File: src/hdl/rfsock_pkg.sv
// ----------------------------------------------------------------------------
// rfsock_pkg
// Types and constants shared by the remote socket code decoder.
// ----------------------------------------------------------------------------
`default_nettype none

package rfsock_pkg;

    localparam int unsigned FRAME_LEN   = 49;
    localparam int unsigned COUNT_SAT   = 50;
    localparam int unsigned SYNC_DIV    = 31;
    localparam int unsigned CODE_W      = 24;
    localparam int unsigned PULSE_W     = 16;
    localparam int unsigned SYNC_W      = 12;
    localparam int unsigned COUNT_W     = 6;
    localparam int unsigned CFG_ADDR_W  = 2;
    localparam int unsigned CFG_DATA_W  = 16;
    localparam int unsigned OUT_DATA_W  = 16;

    localparam logic [15:0] THRESH_RST  = 16'd700;
    localparam logic [11:0] SYNC_LO_RST = 12'd290;
    localparam logic [11:0] SYNC_HI_RST = 12'd400;

    localparam logic [19:0] MOTION_PREFIX  = 20'b00000100000000000001;
    localparam logic [3:0]  POWER_ON_CODE  = 4'b0001;
    localparam logic [3:0]  POWER_OFF_CODE = 4'b0100;

    localparam logic [9:0] BTN_A = 10'b0001010101;
    localparam logic [9:0] BTN_B = 10'b0100010101;
    localparam logic [9:0] BTN_C = 10'b0101000101;
    localparam logic [9:0] BTN_D = 10'b0101010001;
    localparam logic [9:0] BTN_E = 10'b0101010100;

    typedef enum logic [1:0] {
        CFG_THRESH  = 2'd0,
        CFG_SYNC_LO = 2'd1,
        CFG_SYNC_HI = 2'd2
    } t_cfg_addr;

    typedef enum logic [1:0] {
        FAULT_NONE = 2'd0,
        FAULT_SYNC = 2'd1,
        FAULT_PAIR = 2'd2
    } t_fault;

    typedef enum logic [2:0] {
        ST_OK        = 3'd0,
        ST_BAD_LEN   = 3'd1,
        ST_BAD_SYNC  = 3'd2,
        ST_BAD_PAIR  = 3'd3,
        ST_BAD_GROUP = 3'd4,
        ST_BAD_BTN   = 3'd5,
        ST_BAD_POWER = 3'd6
    } t_status;

    typedef struct packed {
        logic [PULSE_W-1:0] thresh;
        logic [SYNC_W-1:0]  sync_lo;
        logic [SYNC_W-1:0]  sync_hi;
    } t_cfg;

    typedef struct packed {
        logic [COUNT_W-1:0] count;
        logic [CODE_W-1:0]  code;
        logic               first_long;
        t_fault             fault;
    } t_frame;

    typedef struct packed {
        t_status    status;
        logic [4:0] group_bits;
        logic [2:0] button;
        logic       power_on;
        logic       motion_pattern;
        logic       motion_on;
    } t_result;

endpackage

`default_nettype wire

File: src/hdl/rfsock_frame.sv
// ----------------------------------------------------------------------------
// rfsock_frame
// Frame state: pulse count, sync check, pair decode into the code shift.
// ----------------------------------------------------------------------------
`default_nettype none

module rfsock_frame (
    input  wire logic                           i_clk,
    input  wire logic                           i_rst_n,
    input  wire logic                           i_take,
    input  wire logic [rfsock_pkg::PULSE_W-1:0] i_pulse_us,
    input  wire logic                           i_last,
    input  wire rfsock_pkg::t_cfg               i_cfg,
    output rfsock_pkg::t_frame                  o_view
);

    rfsock_pkg::t_frame r_frame;
    rfsock_pkg::t_frame n_frame;

    logic [17:0] sync_min;
    logic [17:0] sync_max;
    logic [12:0] lo_p1;
    logic        sync_ok;
    logic        second_long;
    logic        pair_bit;
    logic        pair_ok;

    always_comb begin
        lo_p1    = {1'b0, i_cfg.sync_lo} + 13'd1;
        sync_min = ({5'd0, lo_p1} << 5) - {5'd0, lo_p1};
        sync_max = ({6'd0, i_cfg.sync_hi} << 5) - {6'd0, i_cfg.sync_hi};
        sync_ok  = ({2'b0, i_pulse_us} >= sync_min) && ({2'b0, i_pulse_us} < sync_max);

        second_long = i_pulse_us >= i_cfg.thresh;
        pair_bit    = r_frame.first_long && !second_long;
        pair_ok     = pair_bit || (!r_frame.first_long && second_long);

        n_frame = r_frame;
        if (r_frame.count == '0) begin
            if (!sync_ok && r_frame.fault == rfsock_pkg::FAULT_NONE) begin
                n_frame.fault = rfsock_pkg::FAULT_SYNC;
            end
        end else if (r_frame.count < rfsock_pkg::COUNT_W'(rfsock_pkg::FRAME_LEN)) begin
            if (r_frame.count[0]) begin
                n_frame.first_long = i_pulse_us > i_cfg.thresh;
            end else begin
                if (!pair_ok && r_frame.fault == rfsock_pkg::FAULT_NONE) begin
                    n_frame.fault = rfsock_pkg::FAULT_PAIR;
                end
                n_frame.code = {r_frame.code[rfsock_pkg::CODE_W-2:0], pair_bit};
            end
        end
        if (r_frame.count < rfsock_pkg::COUNT_W'(rfsock_pkg::COUNT_SAT)) begin
            n_frame.count = r_frame.count + 1'b1;
        end
    end

    assign o_view = n_frame;

    always_ff @(posedge i_clk) begin
        if (!i_rst_n) begin
            r_frame <= '0;
        end else if (i_take) begin
            if (i_last) begin
                r_frame <= '0;
            end else begin
                r_frame <= n_frame;
            end
        end
    end

endmodule

`default_nettype wire

File: src/hdl/rfsock_decode.sv
// ----------------------------------------------------------------------------
// rfsock_decode
// Frame check and code word decode into group, button, power and motion.
// ----------------------------------------------------------------------------
`default_nettype none

module rfsock_decode (
    input  wire rfsock_pkg::t_frame i_frame,
    output rfsock_pkg::t_result     o_result
);

    logic [23:0] code;
    logic [3:0]  last4;
    logic [9:0]  btn_code;
    logic [4:0]  group;
    logic        group_bad;
    logic [2:0]  button;
    logic        btn_found;
    logic        mpat;

    always_comb begin
        code      = i_frame.code;
        last4     = code[3:0];
        btn_code  = code[13:4];
        group_bad = 1'b0;
        for (int k = 0; k < 5; k++) begin
            group[k]  = code[23-2*k -: 2] == 2'b00;
            group_bad = group_bad | code[23-2*k];
        end

        btn_found = 1'b1;
        button    = 3'd0;
        unique case (btn_code)
            rfsock_pkg::BTN_A: button = 3'd0;
            rfsock_pkg::BTN_B: button = 3'd1;
            rfsock_pkg::BTN_C: button = 3'd2;
            rfsock_pkg::BTN_D: button = 3'd3;
            rfsock_pkg::BTN_E: button = 3'd4;
            default:           btn_found = 1'b0;
        endcase

        mpat = code[23:4] == rfsock_pkg::MOTION_PREFIX;

        o_result = '0;
        if (i_frame.count != rfsock_pkg::COUNT_W'(rfsock_pkg::FRAME_LEN)) begin
            o_result.status = rfsock_pkg::ST_BAD_LEN;
        end else if (i_frame.fault == rfsock_pkg::FAULT_SYNC) begin
            o_result.status = rfsock_pkg::ST_BAD_SYNC;
        end else if (i_frame.fault != rfsock_pkg::FAULT_NONE) begin
            o_result.status = rfsock_pkg::ST_BAD_PAIR;
        end else begin
            o_result.motion_pattern = mpat;
            o_result.motion_on      = mpat && (last4 != rfsock_pkg::POWER_OFF_CODE);
            if (group_bad) begin
                o_result.status = rfsock_pkg::ST_BAD_GROUP;
            end else if (!btn_found) begin
                o_result.status = rfsock_pkg::ST_BAD_BTN;
            end else if (last4 != rfsock_pkg::POWER_ON_CODE &&
                         last4 != rfsock_pkg::POWER_OFF_CODE) begin
                o_result.status = rfsock_pkg::ST_BAD_POWER;
            end else begin
                o_result.status     = rfsock_pkg::ST_OK;
                o_result.group_bits = group;
                o_result.button     = button;
                o_result.power_on   = last4 == rfsock_pkg::POWER_ON_CODE;
            end
        end
    end

endmodule

`default_nettype wire

File: src/hdl/rf433_socket_code_decoder.sv
// ----------------------------------------------------------------------------
// rf433_socket_code_decoder
// Decodes sync plus 24 short/long pulse pairs of a remote socket frame.
//
//   channel   dir  handshake             payload
//   s_axis    in   tvalid/tready         tdata: pulse_us; tlast: last_of_frame
//   m_axis    out  tvalid/tready         tdata: one result per frame
//   cfg       in   valid/ready           addr: register index; data: value
//
// One pulse per cycle sustained: an input register, then one pass of compare
// logic into the frame state and the result register. A frame result is
// registered as its last pulse leaves the input register. A held result
// stalls only the last pulse of the next frame. Reset clears frame state and
// restores the configuration defaults; cfg is always ready.
// ----------------------------------------------------------------------------
`default_nettype none

module rf433_socket_code_decoder (
    input  wire logic                              i_clk,
    input  wire logic                              i_rst_n,
    input  wire logic                              i_s_axis_tvalid,
    output logic                                   o_s_axis_tready,
    input  wire logic [15:0]                       i_s_axis_tdata,  // [15:0] pulse_us
    input  wire logic                              i_s_axis_tlast,
    output logic                                   o_m_axis_tvalid,
    input  wire logic                              i_m_axis_tready,
    // [2:0] status, [7:3] group_bits, [10:8] button, [11] power_on,
    // [12] motion_pattern, [13] motion_on, [15:14] zero
    output logic [rfsock_pkg::OUT_DATA_W-1:0]      o_m_axis_tdata,
    input  wire logic                              i_cfg_valid,
    output logic                                   o_cfg_ready,
    input  wire logic [rfsock_pkg::CFG_ADDR_W-1:0] i_cfg_addr,
    input  wire logic [rfsock_pkg::CFG_DATA_W-1:0] i_cfg_data
);

    rfsock_pkg::t_cfg    r_cfg;
    logic                r_in_vld;
    logic [15:0]         r_in_pulse;
    logic                r_in_last;
    logic                r_out_vld;
    rfsock_pkg::t_result r_out;

    rfsock_pkg::t_frame  frame_view;
    rfsock_pkg::t_result result;
    logic                out_free;
    logic                in_move;

    assign out_free        = !r_out_vld || i_m_axis_tready;
    assign in_move         = r_in_vld && (!r_in_last || out_free);
    assign o_s_axis_tready = !r_in_vld || in_move;
    assign o_cfg_ready     = 1'b1;

    always_ff @(posedge i_clk) begin
        if (!i_rst_n) begin
            r_cfg.thresh  <= rfsock_pkg::THRESH_RST;
            r_cfg.sync_lo <= rfsock_pkg::SYNC_LO_RST;
            r_cfg.sync_hi <= rfsock_pkg::SYNC_HI_RST;
        end else if (i_cfg_valid) begin
            case (i_cfg_addr)
                rfsock_pkg::CFG_THRESH:  r_cfg.thresh  <= i_cfg_data;
                rfsock_pkg::CFG_SYNC_LO: r_cfg.sync_lo <= i_cfg_data[11:0];
                rfsock_pkg::CFG_SYNC_HI: r_cfg.sync_hi <= i_cfg_data[11:0];
                default: ;
            endcase
        end
    end

    always_ff @(posedge i_clk) begin
        if (!i_rst_n) begin
            r_in_vld <= 1'b0;
        end else if (o_s_axis_tready) begin
            r_in_vld <= i_s_axis_tvalid;
        end
    end

    always_ff @(posedge i_clk) begin
        if (i_s_axis_tvalid && o_s_axis_tready) begin
            r_in_pulse <= i_s_axis_tdata;
            r_in_last  <= i_s_axis_tlast;
        end
    end

    rfsock_frame u_frame (
        .i_clk      (i_clk),
        .i_rst_n    (i_rst_n),
        .i_take     (in_move),
        .i_pulse_us (r_in_pulse),
        .i_last     (r_in_last),
        .i_cfg      (r_cfg),
        .o_view     (frame_view)
    );

    rfsock_decode u_decode (
        .i_frame  (frame_view),
        .o_result (result)
    );

    always_ff @(posedge i_clk) begin
        if (!i_rst_n) begin
            r_out_vld <= 1'b0;
        end else if (in_move && r_in_last) begin
            r_out_vld <= 1'b1;
        end else if (i_m_axis_tready) begin
            r_out_vld <= 1'b0;
        end
    end

    always_ff @(posedge i_clk) begin
        if (in_move && r_in_last) begin
            r_out <= result;
        end
    end

    assign o_m_axis_tvalid = r_out_vld;
    assign o_m_axis_tdata  = {2'b00, r_out.motion_on, r_out.motion_pattern, r_out.power_on,
                              r_out.button, r_out.group_bits, r_out.status};

endmodule

`default_nettype wire

File: config.mk
export PLATFORM = sky130hd
export DESIGN_NAME = rf433_socket_code_decoder
export DESIGN_NICKNAME = d
export VERILOG_FILES = /design/src/hdl/rfsock_pkg.sv /design/src/hdl/rfsock_frame.sv /design/src/hdl/rfsock_decode.sv /design/src/hdl/rf433_socket_code_decoder.sv
export SDC_FILE = /design/constraint.sdc
export NUM_CORES = 1
export LEC_CHECK = 0
export ABC_AREA = 0
export BUFFER_PORTS_ARGS = -buffer_cell sky130_fd_sc_hd__buf_2
export CORE_UTILIZATION = 50
export DETAILED_ROUTE_END_ITERATION = 10
export PLACE_DENSITY_LB_ADDON = 0.08
export SETUP_SLACK_MARGIN = 0.2
export SYNTH_ARGS = -nofsm -noshare
export SYNTH_HDL_FRONTEND = slang
export SYNTH_SLANG_ARGS = --single-unit
File: constraint.sdc
create_clock -name i_clk -period 10.4 [get_ports i_clk]
set_input_delay 0 -clock i_clk [delete_from_list [all_inputs] [get_ports i_clk]]
set_output_delay 0 -clock i_clk [all_outputs]
set_load 0.005 [all_outputs]
==> results by group <==
Finish
  – Final #Nets: 1,020
  – Multi-input gate area: 4460 um^2
  – Register area: 2430 um^2
  – Share of post-route cells with drive strength above 1: 9.67%
  – Fillers: 1,273
  – Area Growth Syn to Fin: 13.5%
  – Antenna Diode Count: 0

Synthesis
  – Mapped Area: 7220 um^2
  – Synth Flop Type: dfxtp_1
  – Synth top cells by count: nand2_1, dfxtp_1, ha_1, nor2_1, inv_1
  – Synth Area in Compound Gates: 21.4%
  – Top post-synthesis cells by area: dfxtp_1, edfxtp_1, ha_1
  – Post-Synth Adder-Cell Area: 11.4%
  – Post-Syn Area per Cell: 8.47 um^2
  – Mux cell area share after synthesis: 0%
  – Largest family of logic cells by synthesized area: simple AND/OR/NAND/NOR gates
  – Post-synthesis sequential area ratio: 33.7%
  – Asr flop ratio synth: 0%
  – Synthesized netlist cell count: approximately 850
  – Distinct cells, synth: between 70 and 80
  – Flops & latches, synth: 106
  – Leading area contributor after synthesis: dfxtp_1
  – Post-synthesis xor/xnor area fraction: under 10%
  – Yosys warning count: 0
  – Most frequent cell after synthesis: nand2_1
  – Post-synth EDFFs: 31
  – Post-synthesis simple-gate area fraction: 23.8%
  – Synth top area share: 20.8%

Routing
  – Routed vias: 6,508
  – Via/cell ratio: between 5 and 6
  – First-pass detailed-route iteration total: 5
  – Routed wire length: around 19,000 um
  – Post-route ant nets: 0
  – DR WL/cell: 16.8 um
  – Residual DRC: 0
  – First DRT Iteration DRCs: 652

Critical path
  – Startpoint Class: flop
  – Top delay family on crit path: compound AO/OA/AOI/OAI gates
  – CP arrival: 6.33 ns
  – CP Class: reg2reg
  – Crit path max fanout: 15
  – Crit-path cells: nand4_1, nor2_1, nand2_1, xor2_1, ha_1, o21a_1, nand2_1, a2111oi_4, o41ai_1, o21ai_0, inv_1, maj3_1, o2111ai_1, xnor2_1, ha_1, a21o_1, a21o_1, a21oi_1, nor2b_1, o21ai_0, a22oi_1, a311o_1, a21o_1
  – CP required: around 11 ns
  – Buf+Inv Stages, Crit Path: 1
  – Most frequent CP cell: a21o_1
  – Crit-path max cell delay: 0.74 ns
  – Slowest cell on crit path: dfxtp_1
  – Crit. End Element: flop

Placement
  – GPL Wtd Cong: 0.871
  – DPL Wire Length: around 14,000 um
  – Port buffer count: 55

GRT
  – Vias in the first global route: 6,108
  – Total gr overflow: 0
  – Total Routing Usage GR: a little over a quarter
  – First-pass GRT wire length: 30,400 um
  – Initial antenna violation count: 0
  – Pin count of the biggest net entering global routing: 75

Clocking
  – Max Root-Sink Buffers: 2
  – H-tree levels: 3
  – Clock Pin Slew Worst Setup and Hold Paths: 0.07 ns
  – Clock Sinks: around 110
  – CTS tree: done
  – Num CTS Buffers: 9
  – Clock latency on the worst-skew pair: 0.35 ns
  – Clk Tree Root Cell: clkbuf_16

Pwr
  – Reg power frac: 47.9%
  – Internal power: 683 uW
  – Combinational share of power: 17.9%
  – Maximum vdd drop: 71.4 uV
  – Total power: 943 uW
  – Power per cell area: 115 nW/um^2
  – Clock group share of total power: between 30% and 40%
  – Sw Ratio: roughly 28%
  – Leakage: 0.00313 uW
  – Switch Pwr: 260 uW

STA
  – Clk_skew: roughly 0.0096 ns
  – Slew @ Worst Pin: 1.13 ns
  – Rel. slew slack: ~25%
  – Fmax achieved: between 150 and 200 MHz
  – Final Hold Violating Endpoints: 0
  – Final Max Tran Viols: 0
  – Period utilization: 59.8%
  – Setup total negative slack: 0 ns
  – Setup violations, final: 0
  – Fin crit period: 6.22 ns
  – RSZ-0062 raised after global routing: false

Die
  – Die W: 122 um
  – Die Span Y: 122 um
  – # IOs: slightly below 60
  – Cell Rows: 43
  – Total die area: 14,900 um^2
  – Core ar.: around 14,000 um^2
  – Initial Utilization: 51.6%

Hold path
  – Worst hold path class: in2reg

Run
  – Number of max-cap violations: 0

Run status
  – Outcome: finished clean
## metrics by stage
| step | area [um^2] | util [%] | cells | hold WS [ns] | worst slack (ns) |
|---|---|---|---|---|---|
| global route | 8190 | 58.6 | 1100 | 0.0550 | 3.62 |
| CTS | 8190 | 58.6 | 1100 | 0.0311 | 4.23 |
| global placement | 7580 | 54.2 | 1050 | 0.176 | 4.53 |
| detailed placement | 7580 | 54.2 | 1050 | 0.178 | 4.27 |
| floorplan | 7220 | - | 853 | 0.0989 | 5.37 |
| finish | 8190 | 58.6 | 1100 | 0.0304 | 4.18 |
## cell usage in the layout, fill, tap and decap left out, types with 20 or more instances in the layout
master           n
dlygate4sd3_1   34
nand2_1        116
edfxtp_1        31
o21ai_0         21
a21o_1          20
xnor2_1         26
dfxtp_1         75
a21boi_0        32
nand3_1         25
a22oi_1         27
ha_1            65
nor2_1          54
inv_1           44
nor3_1          28
buf_2           55
nor2b_1         33
a21oi_1         26
## logic make-up (layout without fill, tap and decap cells)
| logic type | count (synthesis) | after routing |
|---|---|---|
| adder cells (fa/ha/maj) | 66 | 66 |
| buffers and inverters | 85 | 152 |
| flip-flops | 106 | 106 |
| AO/OA/AOI/OAI | 210 | 210 |
| XOR/XNOR | 39 | 39 |
| AND/OR/NAND/NOR | 344 | 344 |
| other | 2 | 3 |
## final timing paths
check | start | slack [ns] | cells after the start | endpoint
max reg2reg | r_cfg[17]$_SDFFE_PN1P_ | 4.18 | 23 | o_m_axis_tdata[0]$_SDFFCE_PP1P_
min reg2reg | r_cfg[32]$_SDFFE_PN0P_ | 0.47 | 2 | r_cfg[32]$_SDFFE_PN0P_
max | r_cfg[17]$_SDFFE_PN1P_ | 4.18 | 23 | o_m_axis_tdata[0]$_SDFFCE_PP1P_
min | i_m_axis_tready | 0.03 | 4 | r_in_vld$_SDFFE_PN0N_
## per-layer routing
layer	vias up	track usage [%]	wire [um]
li1	3227	-	-
met1	3083	37.0	9030
met2	167	41.1	8300
met3	31	2.72	760
met4	0	9.53	413
met5	-	0	0
## final cells by class
type	count	area share, %
Clock buffer	12	3.01
Clock inverter	4	0.321
Inverter	44	2.02
Multi-Input combinational cell	662	54.4
Sequential cell	106	29.7
Tap cell	180	2.75
Timing Repair Buffer	92	7.79
## power by group through the flow
| stage | clock [uW] | combinational (uW) | sequential (uW) |
|---|---|---|---|
| 2_1_floorplan | 0 | 121 | 452 |
| 3_3_place_gp | 0 | 151 | 460 |
| 4_1_cts | 328 | 168 | 451 |
| 6_report | 322 | 169 | 452 |
| 5_1_grt | 342 | 191 | 453 |
| 3_5_place_dp | 0 | 157 | 460 |
## repair_timing
action,CTS,global route
setup buffers,0,0
endpoints found under the hold margin,58,0
resized for setup,0,0
hold buffers,34,0
## sequential cells by signal, indices dropped and copies added (netlist names)
signal	count
r_cfg	40
o_m_axis_tvalid	1
o_m_axis_tdata	14
r_in_last	1
u_frame.r_frame	33
r_in_vld	1
r_in_pulse	16
## worst reg2reg max path: stages, from the launching register on
cell	delay, ns
dfxtp_1	0.74
nand4_1	0.46
nor2_1	0.34
nand2_1	0.10
xor2_1	0.17
ha_1	0.31
o21a_1	0.19
nand2_1	0.11
a2111oi_4	0.39
o41ai_1	0.18
o21ai_0	0.46
inv_1	0.13
maj3_1	0.37
o2111ai_1	0.23
xnor2_1	0.17
ha_1	0.28
a21o_1	0.17
a21o_1	0.18
a21oi_1	0.13
nor2b_1	0.05
o21ai_0	0.14
a22oi_1	0.12
a311o_1	0.41
a21o_1	0.17
Power figures use the tool's default switching activity.
